## src/particle_pool_collision_engine_macros.svh

```systemverilog
// assertion macros for the particle pool collision engine
// no dependencies; included by the files that carry assertions
`ifndef PARTICLE_POOL_COLLISION_ENGINE_MACROS_SVH
`define PARTICLE_POOL_COLLISION_ENGINE_MACROS_SVH

// same-cycle implication
`define PPCE_ASSERT_IMP(label, clk, rst, ante, cons, msg) \
   label: assert property (@(posedge clk) disable iff (rst) (ante) |-> (cons)) \
      else $error(msg);

// next-cycle implication
`define PPCE_ASSERT_NXT(label, clk, rst, ante, cons, msg) \
   label: assert property (@(posedge clk) disable iff (rst) (ante) |=> (cons)) \
      else $error(msg);

`endif

```

## src/ppce_pkg.sv

```systemverilog
// shared types, codes and helpers of the particle pool collision engine
// no dependencies
package ppce_pkg;

   localparam int MAX_PARTICLES_DEF = 1024;

   localparam int FUNC_W  = 3;
   localparam int POS_W   = 24;
   localparam int TAU_W   = 16;
   localparam int RAD_W   = 18;
   localparam int AREA_W  = 23;
   localparam int COUNT_W = 11;
   localparam int CSR_W   = 3;
   localparam int MUL_W   = 52;
   localparam int LIMB_W  = 25;
   localparam int BIG_W   = 2 * LIMB_W;
   localparam int PROD_W  = 2 * BIG_W;

   // command codes
   localparam logic [FUNC_W-1:0] FN_SPAWN   = 3'd0;
   localparam logic [FUNC_W-1:0] FN_STEP    = 3'd1;
   localparam logic [FUNC_W-1:0] FN_OVERLAP = 3'd2;
   localparam logic [FUNC_W-1:0] FN_CAST    = 3'd3;
   localparam logic [FUNC_W-1:0] FN_CLEAR   = 3'd4;

   // register indexes
   localparam logic [CSR_W-1:0] CSR_BODY_RADIUS = 3'd0;
   localparam logic [CSR_W-1:0] CSR_AREA_LEFT   = 3'd1;
   localparam logic [CSR_W-1:0] CSR_AREA_TOP    = 3'd2;
   localparam logic [CSR_W-1:0] CSR_AREA_WIDTH  = 3'd3;
   localparam logic [CSR_W-1:0] CSR_AREA_HEIGHT = 3'd4;

   localparam logic signed [MUL_W-1:0] POS_MAX = 52'sd8388607;
   localparam logic signed [MUL_W-1:0] POS_MIN = -52'sd8388608;
   localparam logic signed [MUL_W-1:0] ROUND_HALF = 52'sd32768;

   typedef struct packed {
      logic signed [POS_W-1:0] pos_x;
      logic signed [POS_W-1:0] pos_y;
      logic signed [POS_W-1:0] vel_x;
      logic signed [POS_W-1:0] vel_y;
   } part_type;

   typedef enum logic [4:0] {
      ST_IDLE, ST_DONE,
      ST_PREP_R, ST_PREP_T, ST_PREP_E,
      ST_SCAN_RD,
      ST_STEP_X, ST_STEP_Y, ST_STEP_W,
      ST_C_DIFF, ST_C_M1, ST_C_M2, ST_C_M3, ST_C_M4, ST_C_M5, ST_C_M6, ST_C_M7,
      ST_C_B1, ST_C_B2, ST_C_B3, ST_C_HIT,
      ST_K_INIT, ST_K_RDD, ST_K_RDE, ST_K_WR
   } state_type;

   // position plus rounded velocity times delta, saturated to 24 bits
   function automatic logic signed [POS_W-1:0] step_pos(
      input logic signed [POS_W-1:0] p,
      input logic signed [MUL_W-1:0] prod);
      logic signed [MUL_W-1:0] sum;
      sum = MUL_W'(p) + ((prod + ROUND_HALF) >>> 16);
      if (sum > POS_MAX) begin
         return POS_MAX[POS_W-1:0];
      end else if (sum < POS_MIN) begin
         return POS_MIN[POS_W-1:0];
      end
      return sum[POS_W-1:0];
   endfunction

endpackage

```

## src/ppce_wmul.sv

```systemverilog
// iterative 50 x 50 unsigned multiplier, four 25 x 25 partial products
// depends on ppce_pkg
module ppce_wmul
   import ppce_pkg::*;
(
   input  logic              clock,
   input  logic              reset,
   input  logic              start,
   input  logic [BIG_W-1:0]  op_a,
   input  logic [BIG_W-1:0]  op_b,
   output logic              done,
   output logic [PROD_W-1:0] product
);

   localparam logic [2:0] K_LAST = 3'd4;

   logic [BIG_W-1:0]    a_ff, a_in, b_ff, b_in;
   logic [BIG_W-1:0]    pp_ff, pp_in;
   logic [PROD_W-1:0]   acc_ff, acc_in;
   logic [2:0]          k_ff, k_in;
   logic                busy_ff, busy_in, done_ff, done_in;
   logic [LIMB_W-1:0]   limb_a, limb_b;
   logic [2:0]          k_prev;
   logic [PROD_W-1:0]   pp_shift;

   // limb select: lo*lo, lo*hi, hi*lo, hi*hi
   assign limb_a = k_ff[1] ? a_ff[BIG_W-1:LIMB_W] : a_ff[LIMB_W-1:0];
   assign limb_b = k_ff[0] ? b_ff[BIG_W-1:LIMB_W] : b_ff[LIMB_W-1:0];
   assign k_prev = k_ff - 3'd1;

   // weight of the registered partial product, selected by the previous limb index
   always_comb begin
      case (k_prev)
         3'd0:    pp_shift = PROD_W'(pp_ff);
         3'd3:    pp_shift = PROD_W'(pp_ff) << BIG_W;
         default: pp_shift = PROD_W'(pp_ff) << LIMB_W;
      endcase
   end

   // next values
   always_comb begin
      a_in    = a_ff;
      b_in    = b_ff;
      pp_in   = pp_ff;
      acc_in  = acc_ff;
      k_in    = k_ff;
      busy_in = busy_ff;
      done_in = 1'b0;
      if (start) begin
         a_in    = op_a;
         b_in    = op_b;
         acc_in  = '0;
         k_in    = '0;
         busy_in = 1'b1;
      end else if (busy_ff) begin
         if (k_ff != K_LAST) begin
            pp_in = limb_a * limb_b;
         end
         if (k_ff != 3'd0) begin
            acc_in = acc_ff + pp_shift;
         end
         k_in = k_ff + 3'd1;
         if (k_ff == K_LAST) begin
            busy_in = 1'b0;
            done_in = 1'b1;
         end
      end
   end

   // control registers
   always_ff @(posedge clock) begin
      if (reset) begin
         k_ff    <= '0;
         busy_ff <= 1'b0;
         done_ff <= 1'b0;
      end else begin
         k_ff    <= k_in;
         busy_ff <= busy_in;
         done_ff <= done_in;
      end
   end

   // datapath registers
   always_ff @(posedge clock) begin
      a_ff   <= a_in;
      b_ff   <= b_in;
      pp_ff  <= pp_in;
      acc_ff <= acc_in;
   end

   assign done    = done_ff;
   assign product = acc_ff;

endmodule

```

## config.mk

```make
export PLATFORM = sky130hd
export DESIGN_NAME = ppce_wmul
export DESIGN_NICKNAME = d
export VERILOG_FILES = /design/src/particle_pool_collision_engine_macros.svh /design/src/ppce_pkg.sv /design/src/ppce_wmul.sv
export SDC_FILE = /design/constraint.sdc
export NUM_CORES = 2
export LEC_CHECK = 0
export ABC_AREA = 1
export BUFFER_PORTS_ARGS = -buffer_cell sky130_fd_sc_hd__buf_2
export CORE_MARGIN = 2
export CORE_UTILIZATION = 40
export DETAILED_ROUTE_END_ITERATION = 8
export PLACE_DENSITY_LB_ADDON = 0.25
export SYNTH_ARGS = -nofsm -noshare
export SYNTH_HDL_FRONTEND = slang
export SYNTH_SLANG_ARGS = --single-unit
```

## constraint.sdc

```tcl
create_clock -name clock -period 7.8 [get_ports clock]
set_input_delay 1.17 -clock clock [delete_from_list [all_inputs] [get_ports clock]]
set_output_delay 1.17 -clock clock [all_outputs]
set_load 0.05 [all_outputs]
```

==> metrics.txt <==
Setup violations, final=0; final worst-path cycle share=95.17%; Clock Skew=about 0.037 ns; initial core utilization=roughly two fifths; antenna-violating nets left=0; post-place setup slack=0.2853 ns; setup TNS=0 ns; CTS tree=done; die width=between 300 and 400 µm; starting DRC count in detailed routing=2587; I/O Buffers=about 200; Synth Net Count=6600; Pre-Repair DR Iteration Count=6; min Tclk post-route=7.424 ns; post-DP HPWL=130700 µm; most common cell after layout, fill and taps aside=nand2_1; worst slew pin tran=1.201 ns; Worst R2R Setup Slack=0.38 ns; CTS buffer count=34; RSZ-0062 raised after global routing=no; Die Y=321.8 µm; row count=roughly 120; Hold Path Sink=done; Worst Path Required=8.15 ns; CTS Sinks=255; crit path DAT=7.78 ns; Yosys reg bits=~260; syn_area_per_cell=7.111 µm²; GP Congestion=1.004; insertion delay to the later sink of the worst-skew pair=0.62 ns; Longest Clk Path Bufs=3; Max Freq=0.1347 GHz; Util after Layout=44.41%; share of layout cells above drive strength 1=10.06%; Worst Setup End Kind=register; Worst Path Max Fanout=26; CP Class=reg2reg; Final Hold Viols=0; core footprint=0.1001 mm²; vias in the first global route=37010; Worst Min Path Start=k_ff[2]; Die ar.=~0.10 mm²; # IOs=204; initial antenna violation count=2; total gr overflow=0; most frequent cells in the layout=nand2_1, inv_1, nor2_1, fa_1, ha_1; overall routing resource usage=29.98%; H-Tree Depth=2; vias per std cell=5.043; pins over their slew limit=0; first-pass GRT wire length=229000 µm; Nets=6806; R2R cell count=26; Startpoint Class=register; largest net degree at the start of global routing=141; Max-slew headroom=19.88%; diode count=0; Synth Cell Area=a little over 0.04 mm²; residual DRC count=0; area grow syn2layout=10.08%; worst r2r src=k_ff[1]; Netlist cell types=44; status=completed; clock root buffer=clkbuf_16; r2r endpoint=pp_ff[43]; Setup WS post-layout=0.3764 ns; Max-Cap Viols=0; worst hold path type=reg2reg; Via Count=about 36000; Worst-path clk slew=approximately 0.060 ns; Ys Warns=0; final wirelength=about 150000 µm; gate count of the mapped netlist=5682; mean routed wirelength per cell=21.31 µm; Seq/Total Area, Yosys=16.35%; Hold Crit Depth=2
-- critical path, cell delays in order, from the launching register on --
cell and delay (ns):
dfxtp_1 0.37, buf_4 0.34, o21ai_1 0.14, inv_1 0.44, nand2_1 0.16, fa_1 0.56, inv_1 0.05, fa_1 0.48
inv_1 0.07, fa_1 0.50, fa_1 0.56, inv_1 0.07, fa_1 0.45, fa_1 0.51, inv_1 0.05, fa_1 0.48
inv_1 0.05, ha_1 0.36, nand2_1 0.11, nor2_1 0.27, inv_1 0.10, nor2_1 0.16, nand4_1 0.13, nand3_1 0.21
nand2_1 0.15, o21ai_0 0.26, xor2_1 0.13
-- how the worst max path moves through the flow --
| stage | to | startpoint | slack [ns] | cells past startpoint |
|---|---|---|---|---|
| 2_1_floorplan | pp_ff[37] | k_ff[0] | 1.00 | 32 |
| 3_3_place_gp | pp_ff[36] | k_ff[0] | 0.28 | 28 |
| 3_5_place_dp | pp_ff[43] | k_ff[0] | 0.29 | 28 |
| 4_1_cts | pp_ff[43] | k_ff[0] | 0.29 | 28 |
| 5_1_grt | pp_ff[43] | k_ff[1] | 0.04 | 26 |
| 6_report | pp_ff[43] | k_ff[1] | 0.38 | 26 |
-- Yosys cell counts (all sizes together) --
cell type  number  share of area, %
nand2        1425                13
inv          1334                12
nor2          854               8.3
fa            527                26
ha            288               8.9
o21ai         177               2.3
a21oi         173               2.2
nand3         155               2.1
edfxtp        150                11
dfxtp         105               5.2
buf            87               1.0
xor2           76               1.6
clkbuf         56              0.52
or2            52              0.81
o22ai          50              0.77
nor3           31              0.63
nand4          28              0.43
xnor2          25              0.54
o21bai         22              0.41
clkinv         14              0.13
a21boi         10              0.19
a31oi          10              0.15
nor4           10              0.15
o21a            5             0.093
a21o            3             0.056
a31o            3             0.065
and2            3             0.046
a211oi          2             0.037
nand3b          2             0.056
o221ai          2             0.043
and3            1             0.015
o211a           1             0.025
o311ai          1             0.022
-- stage by stage --
stage	instance area, µm²	hold slack, ns	instances
detailed placement	43310	0.5145	7148
CTS	44400	0.5248	7209
global route	44480	0.5607	7211
finish	44480	0.5211	7211
floorplan	40400	0.4801	5682
global placement	43310	0.5100	7148
-- kinds of logic after synthesis --
| group | after synthesis | share of synthesized area (%) |
|---|---|---|
| AO/OA/AOI/OAI | 459 | 6.376 |
| XOR/XNOR | 101 | 2.189 |
| adder cells (fa/ha/maj) | 815 | 35.03 |
| flip-flops | 255 | 16.35 |
| AND/OR/NAND/NOR | 2561 | 25.96 |
| buffers and inverters | 1491 | 14.09 |
-- final cells by class --
cell class              count  area [µm²]
well taps                1298        1624
clock buffers              37       862.1
repair buffers            313        1892
fillers                 10530       55670
clock inverters            24       229.0
multi-input cells        3936       28190
inverters                1348        5072
flip-flops and latches    255        6606
-- flip-flops by register name (all words and copies together) (netlist names) --
name,flops
a_ff,50
b_ff,50
busy_ff,1
done,1
k_ff,3
pp_ff,50
product,100
-- layer usage --
| metal | routed length (µm) | vias to the layer above | track usage, % | share of wire, % |
|---|---|---|---|---|
| li1 | - | 17360 | - | - |
| met1 | 62170 | 17290 | 36.58 | 40 |
| met2 | 72200 | 1341 | 51.33 | 47 |
| met3 | 9572 | 363 | 4.093 | 6.2 |
| met4 | 9683 | 2 | 15.99 | 6.3 |
| met5 | 13 | - | 0 | 0.0085 |
-- what timing repair did --
action / 4_1_cts / 5_1_grt
gates resized for setup: 0 / 18
setup endpoints to repair: 0 / 8
buffers inserted: 0 / 2
hold buffers: 0 / 0
Power is not shown: default switching activity piles up to over one toggle a cycle in this logic, so the estimate is an artifact.
